$ cat src/hw/rtl/brpc_pkg.sv
// Shared constants, codes and types for the byte ring buffer with peek/commit reads.
// No dependencies.
`timescale 1ns / 1ps
`default_nettype none

package brpc_pkg;

    localparam int BUFFER_SIZE = 128;
    localparam int PTR_W       = $clog2(BUFFER_SIZE);
    localparam int DATA_W      = 8;
    localparam int LEN_W       = 7;
    localparam int PEEK_LIMIT  = 64;
    // compare width wide enough for both a pointer difference and a length field
    localparam int CMP_W       = (PTR_W > LEN_W) ? PTR_W : LEN_W;

    localparam logic [DATA_W-1:0] OVERRUN_MARK = 8'h00;

    typedef enum logic [1:0] {
        OP_PUT    = 2'd0,
        OP_PEEK   = 2'd1,
        OP_COMMIT = 2'd2
    } t_op;

    typedef struct packed {
        logic [DATA_W-1:0] data_out;
        logic              byte_valid;
        logic              last;
        logic [LEN_W-1:0]  fill_level;
        logic              overrun;
    } t_result;

endpackage

`default_nettype wire

$ cat src/hw/rtl/brpc_ram.sv
// Generic single-clock RAM: one write port, one read port, registered read data.
// No dependencies.
`timescale 1ns / 1ps
`default_nettype none

module brpc_ram #(
    parameter int WIDTH = 8,
    parameter int DEPTH = 128
) (
    input  wire logic                     i_clk,
    input  wire logic                     i_wr_en,
    input  wire logic [$clog2(DEPTH)-1:0] i_wr_addr,
    input  wire logic [WIDTH-1:0]         i_wr_data,
    input  wire logic                     i_rd_en,
    input  wire logic [$clog2(DEPTH)-1:0] i_rd_addr,
    output logic      [WIDTH-1:0]         o_rd_data
);

    logic [WIDTH-1:0] r_mem [DEPTH];

    always_ff @(posedge i_clk) begin
        if (i_wr_en) begin
            r_mem[i_wr_addr] <= i_wr_data;
        end
        if (i_rd_en) begin
            o_rd_data <= r_mem[i_rd_addr];
        end
    end

endmodule

`default_nettype wire

$ cat src/hw/rtl/byte_ring_buffer_peek_commit_core.sv
// Top level of the byte ring buffer with peek/commit reads.
// Depends on brpc_pkg and brpc_ram.
//
// Usage:
//   Input channel (i_in_valid / o_in_stall) takes one command beat: put a byte,
//   peek up to max_len bytes from the tail, or commit (release) bytes at the tail.
//   Output channel (o_out_valid / i_out_stall) returns result beats. Put, commit
//   and the unused code give one beat; a peek gives one beat per byte read
//   (the final one with o_last set), or one non-valid beat if nothing is readable.
//   Every beat carries the fill level after the command.
// Operation:
//   A result beat passes the RAM read register (or the result register beside it
//   for beats without RAM data), then the output register, or the skid entry
//   while the output is held. Put and commit leave the input free for the next
//   command while the output has room. A peek makes one RAM read per cycle through
//   the single read port while the output has room; the input is stalled until
//   the peek's last read is issued. The bytes live in one synchronous RAM; the
//   pointers are registers.
// Reset:
//   Synchronous, active low. Pointers go to zero, the buffer is empty, pending
//   results are dropped. RAM contents are not cleared.
// Stall:
//   An output register plus one skid entry hold results; reads are issued only
//   when a slot is guaranteed, so a stalled output back-pressures the input
//   (and a running peek) without losing or duplicating beats.
`timescale 1ns / 1ps
`default_nettype none

module byte_ring_buffer_peek_commit_core
    import brpc_pkg::*;
(
    input  wire logic              i_clk,
    input  wire logic              i_rst_n,
    input  wire logic              i_in_valid,
    output logic                   o_in_stall,
    input  wire logic [1:0]        i_operation,
    input  wire logic [DATA_W-1:0] i_data_in,
    input  wire logic [LEN_W-1:0]  i_max_len,
    input  wire logic [LEN_W-1:0]  i_commit_len,
    output logic                   o_out_valid,
    input  wire logic              i_out_stall,
    output logic [DATA_W-1:0]      o_data_out,
    output logic                   o_byte_valid,
    output logic                   o_last,
    output logic [LEN_W-1:0]       o_fill_level,
    output logic                   o_overrun
);

    typedef enum logic {
        ST_IDLE,
        ST_PEEK
    } t_state;

    t_state           r_state, n_state;
    logic [PTR_W-1:0] r_wp, n_wp;
    logic [PTR_W-1:0] r_rp, n_rp;
    logic [PTR_W-1:0] r_rd_addr, n_rd_addr;
    logic [LEN_W-1:0] r_cnt, n_cnt;

    // result in flight toward the output stage (RAM read or direct result)
    logic             r_q_vld, n_q_vld;
    logic             r_q_ram, n_q_ram;
    t_result          r_q_res, n_q_res;

    logic             r_out_valid, n_out_valid;
    t_result          r_out, n_out;
    logic             r_pend_valid, n_pend_valid;
    t_result          r_pend, n_pend;

    logic [DATA_W-1:0] rd_data;
    logic              wr_en;
    logic [PTR_W-1:0]  wr_addr;
    logic [DATA_W-1:0] wr_data;
    logic              rd_en;
    logic [PTR_W-1:0]  rd_addr;

    logic             take;
    logic [1:0]       occ;
    logic             space;
    logic             in_accept;
    logic [PTR_W-1:0] fill;
    logic [PTR_W-1:0] wp_inc;
    logic             full;
    logic [LEN_W-1:0] lim;
    logic [CMP_W-1:0] fill_c;
    logic [CMP_W-1:0] peek_c;
    logic [CMP_W-1:0] clen_c;
    logic [LEN_W-1:0] peek_n;
    logic [PTR_W-1:0] rp_commit;
    t_result          arr;

    brpc_ram #(
        .WIDTH(DATA_W),
        .DEPTH(BUFFER_SIZE)
    ) u_store (
        .i_clk    (i_clk),
        .i_wr_en  (wr_en),
        .i_wr_addr(wr_addr),
        .i_wr_data(wr_data),
        .i_rd_en  (rd_en),
        .i_rd_addr(rd_addr),
        .o_rd_data(rd_data)
    );

    always_comb begin
        take  = r_out_valid && !i_out_stall;
        occ   = {1'b0, r_out_valid} + {1'b0, r_pend_valid} + {1'b0, r_q_vld} - {1'b0, take};
        space = (occ < 2'd2);

        in_accept  = (r_state == ST_IDLE) && i_in_valid && space;
        o_in_stall = !((r_state == ST_IDLE) && space);

        fill   = r_wp - r_rp;
        wp_inc = r_wp + PTR_W'(1);
        full   = (wp_inc == r_rp);
        fill_c = CMP_W'(fill);

        lim    = (i_max_len > LEN_W'(PEEK_LIMIT)) ? LEN_W'(PEEK_LIMIT) : i_max_len;
        peek_c = (CMP_W'(lim) < fill_c) ? CMP_W'(lim) : fill_c;
        peek_n = LEN_W'(peek_c);

        clen_c    = (CMP_W'(i_commit_len) < fill_c) ? CMP_W'(i_commit_len) : fill_c;
        rp_commit = r_rp + PTR_W'(clen_c);

        arr = r_q_res;
        if (r_q_ram) begin
            arr.data_out = rd_data;
        end

        n_state   = r_state;
        n_wp      = r_wp;
        n_rp      = r_rp;
        n_rd_addr = r_rd_addr;
        n_cnt     = r_cnt;
        n_q_vld   = 1'b0;
        n_q_ram   = 1'b0;
        n_q_res   = '0;
        n_q_res.last       = 1'b1;
        n_q_res.fill_level = LEN_W'(fill);

        wr_en   = 1'b0;
        wr_addr = r_wp;
        wr_data = i_data_in;
        rd_en   = 1'b0;
        rd_addr = r_rd_addr;

        case (r_state)
            ST_IDLE: begin
                if (in_accept) begin
                    n_q_vld = 1'b1;
                    case (t_op'(i_operation))
                        OP_PUT: begin
                            wr_en = 1'b1;
                            if (full) begin
                                // overrun: mark the newest byte, pointers hold
                                wr_addr = r_wp - PTR_W'(1);
                                wr_data = OVERRUN_MARK;
                                n_q_res.overrun = 1'b1;
                            end else begin
                                n_wp = wp_inc;
                                n_q_res.fill_level = LEN_W'(wp_inc - r_rp);
                            end
                        end
                        OP_PEEK: begin
                            if (peek_n != '0) begin
                                rd_en   = 1'b1;
                                rd_addr = r_rp;
                                n_q_ram = 1'b1;
                                n_q_res.byte_valid = 1'b1;
                                n_q_res.last       = (peek_n == LEN_W'(1));
                                if (peek_n != LEN_W'(1)) begin
                                    n_state   = ST_PEEK;
                                    n_cnt     = peek_n - LEN_W'(1);
                                    n_rd_addr = r_rp + PTR_W'(1);
                                end
                            end
                        end
                        OP_COMMIT: begin
                            n_rp = rp_commit;
                            n_q_res.fill_level = LEN_W'(r_wp - rp_commit);
                        end
                        default: begin
                        end
                    endcase
                end
            end
            ST_PEEK: begin
                if (space) begin
                    rd_en   = 1'b1;
                    n_q_vld = 1'b1;
                    n_q_ram = 1'b1;
                    n_q_res.byte_valid = 1'b1;
                    n_q_res.last       = (r_cnt == LEN_W'(1));
                    n_cnt     = r_cnt - LEN_W'(1);
                    n_rd_addr = r_rd_addr + PTR_W'(1);
                    if (r_cnt == LEN_W'(1)) begin
                        n_state = ST_IDLE;
                    end
                end
            end
            default: begin
                n_state = ST_IDLE;
            end
        endcase

        // output register and skid entry; skid is always older than the arriving beat
        n_out_valid  = r_out_valid;
        n_out        = r_out;
        n_pend_valid = r_pend_valid;
        n_pend       = r_pend;
        if (!r_out_valid || take) begin
            if (r_pend_valid) begin
                n_out_valid  = 1'b1;
                n_out        = r_pend;
                n_pend_valid = r_q_vld;
                n_pend       = arr;
            end else begin
                n_out_valid = r_q_vld;
                n_out       = arr;
            end
        end else if (r_q_vld) begin
            n_pend_valid = 1'b1;
            n_pend       = arr;
        end
    end

    always_ff @(posedge i_clk) begin
        if (!i_rst_n) begin
            r_state      <= ST_IDLE;
            r_wp         <= '0;
            r_rp         <= '0;
            r_q_vld      <= 1'b0;
            r_out_valid  <= 1'b0;
            r_pend_valid <= 1'b0;
        end else begin
            r_state      <= n_state;
            r_wp         <= n_wp;
            r_rp         <= n_rp;
            r_q_vld      <= n_q_vld;
            r_out_valid  <= n_out_valid;
            r_pend_valid <= n_pend_valid;
        end
        r_rd_addr <= n_rd_addr;
        r_cnt     <= n_cnt;
        r_q_ram   <= n_q_ram;
        r_q_res   <= n_q_res;
        r_out     <= n_out;
        r_pend    <= n_pend;
    end

    assign o_out_valid  = r_out_valid;
    assign o_data_out   = r_out.data_out;
    assign o_byte_valid = r_out.byte_valid;
    assign o_last       = r_out.last;
    assign o_fill_level = r_out.fill_level;
    assign o_overrun    = r_out.overrun;

    // skid entry is only used behind a held output beat
    a_pend_behind_out: assert property (@(posedge i_clk) disable iff (!i_rst_n)
        r_pend_valid |-> r_out_valid)
        else $error("skid entry valid without output beat");

    // an arriving beat always finds a free slot
    a_no_overflow: assert property (@(posedge i_clk) disable iff (!i_rst_n)
        (r_q_vld && r_out_valid && !take) |-> !r_pend_valid)
        else $error("result beat arrived with no free slot");

    // pointers do not move while a peek is being read out
    a_peek_ptrs_hold: assert property (@(posedge i_clk) disable iff (!i_rst_n)
        (r_state == ST_PEEK) |=> ($stable(r_wp) && $stable(r_rp)))
        else $error("pointer moved during peek");

    // overrun beats never carry data and always close their command
    a_overrun_beat: assert property (@(posedge i_clk) disable iff (!i_rst_n)
        (o_out_valid && o_overrun) |-> (!o_byte_valid && o_last))
        else $error("malformed overrun beat");

endmodule

`default_nettype wire

$ cat config.mk
export PLATFORM = sky130hd
export DESIGN_NAME = byte_ring_buffer_peek_commit_core
export DESIGN_NICKNAME = d
export VERILOG_FILES = /design/src/hw/rtl/brpc_pkg.sv /design/src/hw/rtl/brpc_ram.sv /design/src/hw/rtl/byte_ring_buffer_peek_commit_core.sv
export SDC_FILE = /design/constraint.sdc
export NUM_CORES = 2
export LEC_CHECK = 0
export ABC_CLOCK_PERIOD_IN_PS = 17900
export BUFFER_PORTS_ARGS = -buffer_cell sky130_fd_sc_hd__buf_2
export CAP_MARGIN = 0
export CELL_PAD_IN_SITES_DETAIL_PLACEMENT = 0
export CELL_PAD_IN_SITES_GLOBAL_PLACEMENT = 1
export CORE_UTILIZATION = 44
export CTS_CLUSTER_SIZE = 14
export DETAILED_ROUTE_END_ITERATION = 10
export PLACE_DENSITY_LB_ADDON = 0.3
export SETUP_SLACK_MARGIN = 0.02
export SLEW_MARGIN = 25
export SYNTH_ARGS = -nofsm -noshare
export SYNTH_HDL_FRONTEND = slang
export SYNTH_HIERARCHICAL = 1
export SYNTH_SLANG_ARGS = --single-unit
$ cat constraint.sdc
create_clock -name i_clk -period 17.9 [get_ports i_clk]
set_clock_uncertainty 0.2 [all_clocks]
set_input_delay 1.79 -clock i_clk [delete_from_list [all_inputs] [get_ports i_clk]]
set_output_delay 1.79 -clock i_clk [all_outputs]
set_load 0.03 [all_outputs]
Yosys cells after proc, flatten, opt, wreduce, memory -nomap -nowiden. Memory sizes are Yosys's and may differ from the RTL's. A register that Yosys moved wholly into a read port is not among the register bits. Cells that the tools add are included.

$add $sub $neg: 13. $lt $le $gt $ge: 4. Eq/ne operators: 12. Multiplexer cells: 65. Bitwise operators: 4. Reductions and logical operators: 16.

Operators with widths (number): 2-to-1 mux 7 bit (22); 2-to-1 mux 18 bit (4); 2-to-1 mux 8 bit (6); one-hot mux 7 bit (2 select lines) (3); 2-to-1 mux 1 bit (22); adder 7 x 1 -> 7 bit (second input constant) (3); subtractor 7 x 1 -> 7 bit (second input constant) (3); subtractor 7 bit (3); equality test 7 x 1 -> 1 bit (second input constant) (2); less-than comparator 7 bit (2); 2-to-1 mux 10 bit (1); inequality test 2 x 1 -> 1 bit (second input constant) (4); adder 7 bit (1); equality test 7 bit (1); greater-than comparator 7 bit (second input constant) (1); inequality test 7 x 1 -> 1 bit (second input constant) (1); nonzero test 7 bit (1); 2-to-1 mux 2 bit (3); one-hot mux 1 bit (2 select lines) (3); AND reduction 5 bit (1); logical AND 1 bit (4); inequality test 2 bit (second input constant) (2); inverter 1 bit (4); one-hot mux 2 bit (2 select lines) (1); other kinds (14) (16).

Register bits: 79. Memory bits (writable): 1024. Input bits: 28. Output and inout port bits: 20. Word-level logic and storage cells: 138. Memories: 1.

Memory list: u_store.r_mem (words 128, width 8, read ports 1, clocked after Yosys merged registers in 1, wr ports 1, RTL line brpc_ram.sv:19) `logic [WIDTH-1:0] r_mem [DEPTH];`.

Logic depth before layout (Yosys ltp).
Depth after elaboration: 10. Mapped depth: 29. Gate-level depth less buffers: 28.

Cells and area by module. The synthesis kept the hierarchy.

Modules (own cells, without submodules): brpc_ram (times used 1, cells an instance 1635, area an instance 39745.6 um^2, seq. area each 30989.7 um^2); byte_ring_buffer_peek_commit_core (times used 1, cells an instance 542, area an instance 5480.3 um^2, seq. area each 2062.0 um^2).

Worst setup path before layout. Ideal clock, no wire load.

Path type: input -> register. Start point: input i_max_len[6]. End point: register u_store.o_rd_data[0] (read register of u_store.r_mem) (data pin). Library setup time: 0.260 ns. Data arrival time: 7.444 ns. Data required time: 17.440 ns. Setup slack: 9.996 ns. Cell stages on the path: 23. Buffers on the path: 5. Cell sequence: clkbuf_1 > clkbuf_1 > nor2b_1 > ha_1 > o21ai_0 > a21oi_1 > o22ai_2 > o31ai_2 > clkbuf_1 > nor2_1 > a221oi_1 > inv_1 > ha_1 > a21oi_1 > a221oi_2 > nor2_4 > mux2_4 > clkbuf_1 > buf_1 > mux4_2 > mux4_2 > mux4_2 > mux2_2.

Word-level cells in the longest chain between the ends: 9. Elaborated cells on any way between the ends: 13. Classes of those cells: order compare: 2; mux: 10; reduce/logical: 1.

RTL lines: start, declared (RTL line byte_ring_buffer_peek_commit_core.sv:38) `input wire logic [LEN_W-1:0] i_max_len,`; greater-than comparator 7 bit (RTL line byte_ring_buffer_peek_commit_core.sv:118) `lim = (i_max_len > LEN_W'(PEEK_LIMIT)) ? LEN_W'(PEEK_LIMIT) : i_max_len;`; 2-to-1 mux 7 bit * (RTL line byte_ring_buffer_peek_commit_core.sv:118); less-than comparator 7 bit (RTL line byte_ring_buffer_peek_commit_core.sv:119) `peek_c = (CMP_W'(lim) < fill_c) ? CMP_W'(lim) : fill_c;`; 2-to-1 mux 7 bit * (RTL line byte_ring_buffer_peek_commit_core.sv:119); nonzero test 7 bit * (RTL line byte_ring_buffer_peek_commit_core.sv:165) `if (peek_n != '0) begin`; 2-to-1 mux 7 bit * (RTL line byte_ring_buffer_peek_commit_core.sv:165); 2-to-1 mux 7 bit * (RTL line byte_ring_buffer_peek_commit_core.sv:151) `case (t_op'(i_operation))`; 2-to-1 mux 7 bit * (RTL line byte_ring_buffer_peek_commit_core.sv:149) `if (in_accept) begin`; 2-to-1 mux 7 bit * (RTL line byte_ring_buffer_peek_commit_core.sv:147) `case (r_state)`; named net rd_addr[0] (RTL line byte_ring_buffer_peek_commit_core.sv:75) `logic [PTR_W-1:0] rd_addr;`; end, declared (RTL line brpc_ram.sv:16) `output logic [WIDTH-1:0] o_rd_data`.

The timed path passes the listed nets; every way through them passes the cells marked *. A chain may end at the register's enable or synchronous reset.

Final worst setup path.
Start point: register r_wp[0]. End point: register u_store.o_rd_data[2] (read register of u_store.r_mem) (data pin).

Word-level cells in the longest chain between the ends: 8. Elaborated cells on any way between the ends: 12. Classes of those cells: add/sub: 1; order compare: 1; mux: 9; reduce/logical: 1.

RTL lines: start, declared (RTL line byte_ring_buffer_peek_commit_core.sv:55) `logic [PTR_W-1:0] r_wp, n_wp;`; start signal, assigned (RTL line byte_ring_buffer_peek_commit_core.sv:237) `r_wp <= n_wp;`; subtractor 7 bit * (RTL line byte_ring_buffer_peek_commit_core.sv:113) `fill = r_wp - r_rp;`; less-than comparator 7 bit (RTL line byte_ring_buffer_peek_commit_core.sv:119); 2-to-1 mux 7 bit * (RTL line byte_ring_buffer_peek_commit_core.sv:119); nonzero test 7 bit * (RTL line byte_ring_buffer_peek_commit_core.sv:165); 2-to-1 mux 7 bit * (RTL line byte_ring_buffer_peek_commit_core.sv:165); 2-to-1 mux 7 bit * (RTL line byte_ring_buffer_peek_commit_core.sv:151); 2-to-1 mux 7 bit * (RTL line byte_ring_buffer_peek_commit_core.sv:149); 2-to-1 mux 7 bit * (RTL line byte_ring_buffer_peek_commit_core.sv:147); named net rd_addr[0] (RTL line byte_ring_buffer_peek_commit_core.sv:75).

Marked as above.

==> metrics <==
status complete, no violations; Critical Path Sink u_store/o_rd_data[2]$_DFFE_PP_; worst-skew pair later-pin latency 0.70 ns; Design Power just over 0.006 W; Worst Hold Class reg -> reg; critical path's largest stage delay 0.80 ns; actual slew at the worst max-slew pin 1.12 ns; RSZ-0062 raised after global routing false; CTS tree built; First DRT Iteration DRCs 2357; remaining global-route overflow 0; Vias/cell 5.84; vias in the first global route between 20000 and 25000; DP Wirelength 65600 microns; I/O pin cnt 48; post-layout minimum cycle time 9.42 ns; Final Routed Wirelength between 100000 and 150000 microns; CP startpoint r_wp[0]$_SDFFE_PN0P_; Setup TNS 0 ns; Post-CTS Setup Bufs 0; cells after synthesis approximately 2200; slowest stage cell on the critical path buf_4; final core occ 0.497; Max-slew headroom 0.254; PortBufs 47; ratio of cells with drive above 1 in the final layout 0.276; clock sink total 1110; Mean Syn Cell Area 20.8 sq um; crit-path max FO 59; R2R setup slack around 8.5 ns; top-area cell type share of the netlist area 0.718; Worst Setup End Kind flip-flop; Area contributors post-synth edfxtp_1, mux4_2, nor2_1; Initial Util 0.444; antenna cells 0; total number of vias 21772; Max Fclk approximately 110 MHz; Final Hold Viols 0; DIE AREA 104000 sq um; initial antenna violation count 3; max-cap violations 0; Final nets 2337; CTS buffer count ~110; P&R area growth vs syn 11.9%; r2r endpoint u_store/o_rd_data[2]$_DFFE_PP_; syn nets roughly 2300; CTS root buf clkbuf_16; Post-synth top flop edfxtp_1; sequential area share after synthesis 0.731; Pwr Density ~120 nW/um^2; GP Congestion roughly 0.87; Syn. warnings 6; antenna viol nets, final 0; WP data arrival about 9.7 ns; Post-route DRC 0; DR WL/cell 28.1 microns; Setup CP Type reg -> reg; FFs w/ async S/R, synth 0; EDFF count, synth 1082; drt first pass iters 7; overall routing resource usage 0.205; Critical R2R Launch r_wp[0]$_SDFFE_PN0P_; commonest non-fill, non-tap cell in the layout edfxtp_1; Hold Slack 0.235 ns; Cell Area, Synth about 45000 sq um; global-route wire length before repair between 150000 and 200000 microns; core area 102000 sq um; H-Tree Depth 3; Die Wd about 320 microns; most frequent cells in the layout edfxtp_1, mux4_2, nor2_1, clkbuf_16; num rows between 100 and 150; Post-CTS Hold Buffers 0; Final Cycle Share 0.526; r2r worst-path depth 26; fill cell count 8255; # setup viols final 0; number of synthesized register bits 1110; element type at the critical path start flip-flop; CTS resizes 0; largest net degree at the start of global routing 110; Clock Tree Buf Depth 3; WP data required 18.14 ns; worst IR drop on VDD 0.0862 mV; Yosys top cell by area edfxtp_1; DIE HEIGHT 323 microns; final count of pins violating max slew 0; Worst-path clk slew around 0.060 ns; leakage 16.0 nW; synth unique cells 72
-- flip-flops by register name (all words and copies together) (netlist names), 8 cells and up --
name / count
arr: 9
r_pend: 18
u_store/r_mem: 1024
u_store/o_rd_data: 8
o_data_out: 8
-- per-layer routing --
metal | global-route usage | vias up | part of all wire | wire length, microns
li1 | - | 9157 | - | -
met1 | 0.290 | 11628 | 0.42 | 44100
met2 | 0.335 | 866 | 0.49 | 51600
met3 | 0.0330 | 119 | 0.066 | 6940
met4 | 0.0496 | 2 | 0.020 | 2050
met5 | 0 | - | 0.00012 | 13
-- cells in the mapped netlist, types with 3 or more instances --
library cell and count:
buf_2 16, edfxtp_1 1082, maj3_2 3, nand3_1 21, fa_1 4, nor4_1 3, buf_1 19, a21oi_1 19
a211o_1 3, buf_4 11, inv_1 33, clkbuf_1 62, nor2_1 157, a21o_1 6, nand2_1 47, mux4_2 336
nand4_1 4, o21a_1 5, inv_2 3, mux2_4 8, dfxtp_1 28, mux2i_1 12, xnor2_1 24, nor2b_1 18
o221ai_1 5, nor3_1 15, a22oi_1 3, xor2_1 25, mux2_2 29, ha_1 41, a221oi_1 4, and3_1 5
and2_1 30, nand2b_1 12, or3_1 6, o21ai_0 29
-- critical path, delay by kind of cell (launching register included) --
family | cells | cell delay, ns
adders and majority gates | 4 | 1.13
buffers and inverters | 7 | 2.07
and+or+nand+nor | 2 | 0.86
DFF | 1 | 0.39
xor gates and xnor gates | 1 | 0.23
AOI/OAI and AO/OA | 7 | 1.56
muxes | 5 | 2.59
-- logic make-up (layout without fill, tap and decap cells) --
group,Yosys count,after routing,synth area share
DFF,1110,1110,0.731
AOI/OAI and AO/OA,108,108,0.0173
muxes,385,385,0.180
adders and majority gates,49,49,0.0141
buffers and inverters,145,328,0.0136
and+or+nand+nor,329,329,0.0342
xor gates and xnor gates,51,51,0.0102
-- cell type report --
type	count	area, sq um	area share
Clock buffer	140	2990	0.0591
Clock inverter	71	583	0.0115
Tap cell	1368	1710	0.0338
Inverter	36	135	0.00267
Sequential cell	1110	33100	0.653
Timing Repair Buffer	81	514	0.0102
Multi-Input combinational cell	922	11600	0.230
-- power by group --
group | switching [W] | total [W] | internal, W
sequential | 0.0000173 | 0.00292 | 0.00290
combinational | 0.000508 | 0.000890 | 0.000382
clock | 0.000986 | 0.00227 | 0.00129
-- stage by stage --
stage                     std cells  area [sq um]  worst slack (ns)
after floorplan                2177         45200              10.0
after global placement         3517         47000              7.98
after detailed placement       3517         47000              7.91
after CTS                      3728         50600              8.08
after global routing           3728         50600              7.81
final                          3728         50600              8.48
-- worst min-delay path by stage --
stage | slack (ns) | cells after the start | endpoint | start
after floorplan | 0.20 | 0 | r_pend[0]$_DFFE_PP_ | arr[0]$_SDFF_PN0_
final | 0.23 | 0 | r_pend[3]$_DFFE_PP_ | arr[3]$_DFF_P_
after CTS | 0.24 | 0 | r_pend[8]$_DFFE_PP_ | arr[8]$_DFF_P_
after global routing | 0.25 | 0 | r_pend[3]$_DFFE_PP_ | arr[3]$_DFF_P_
after global placement | 0.21 | 0 | r_pend[8]$_DFFE_PP_ | arr[8]$_DFF_P_
after detailed placement | 0.22 | 0 | r_pend[7]$_DFFE_PP_ | arr[7]$_DFF_P_
Power figures use the tool's default switching activity.
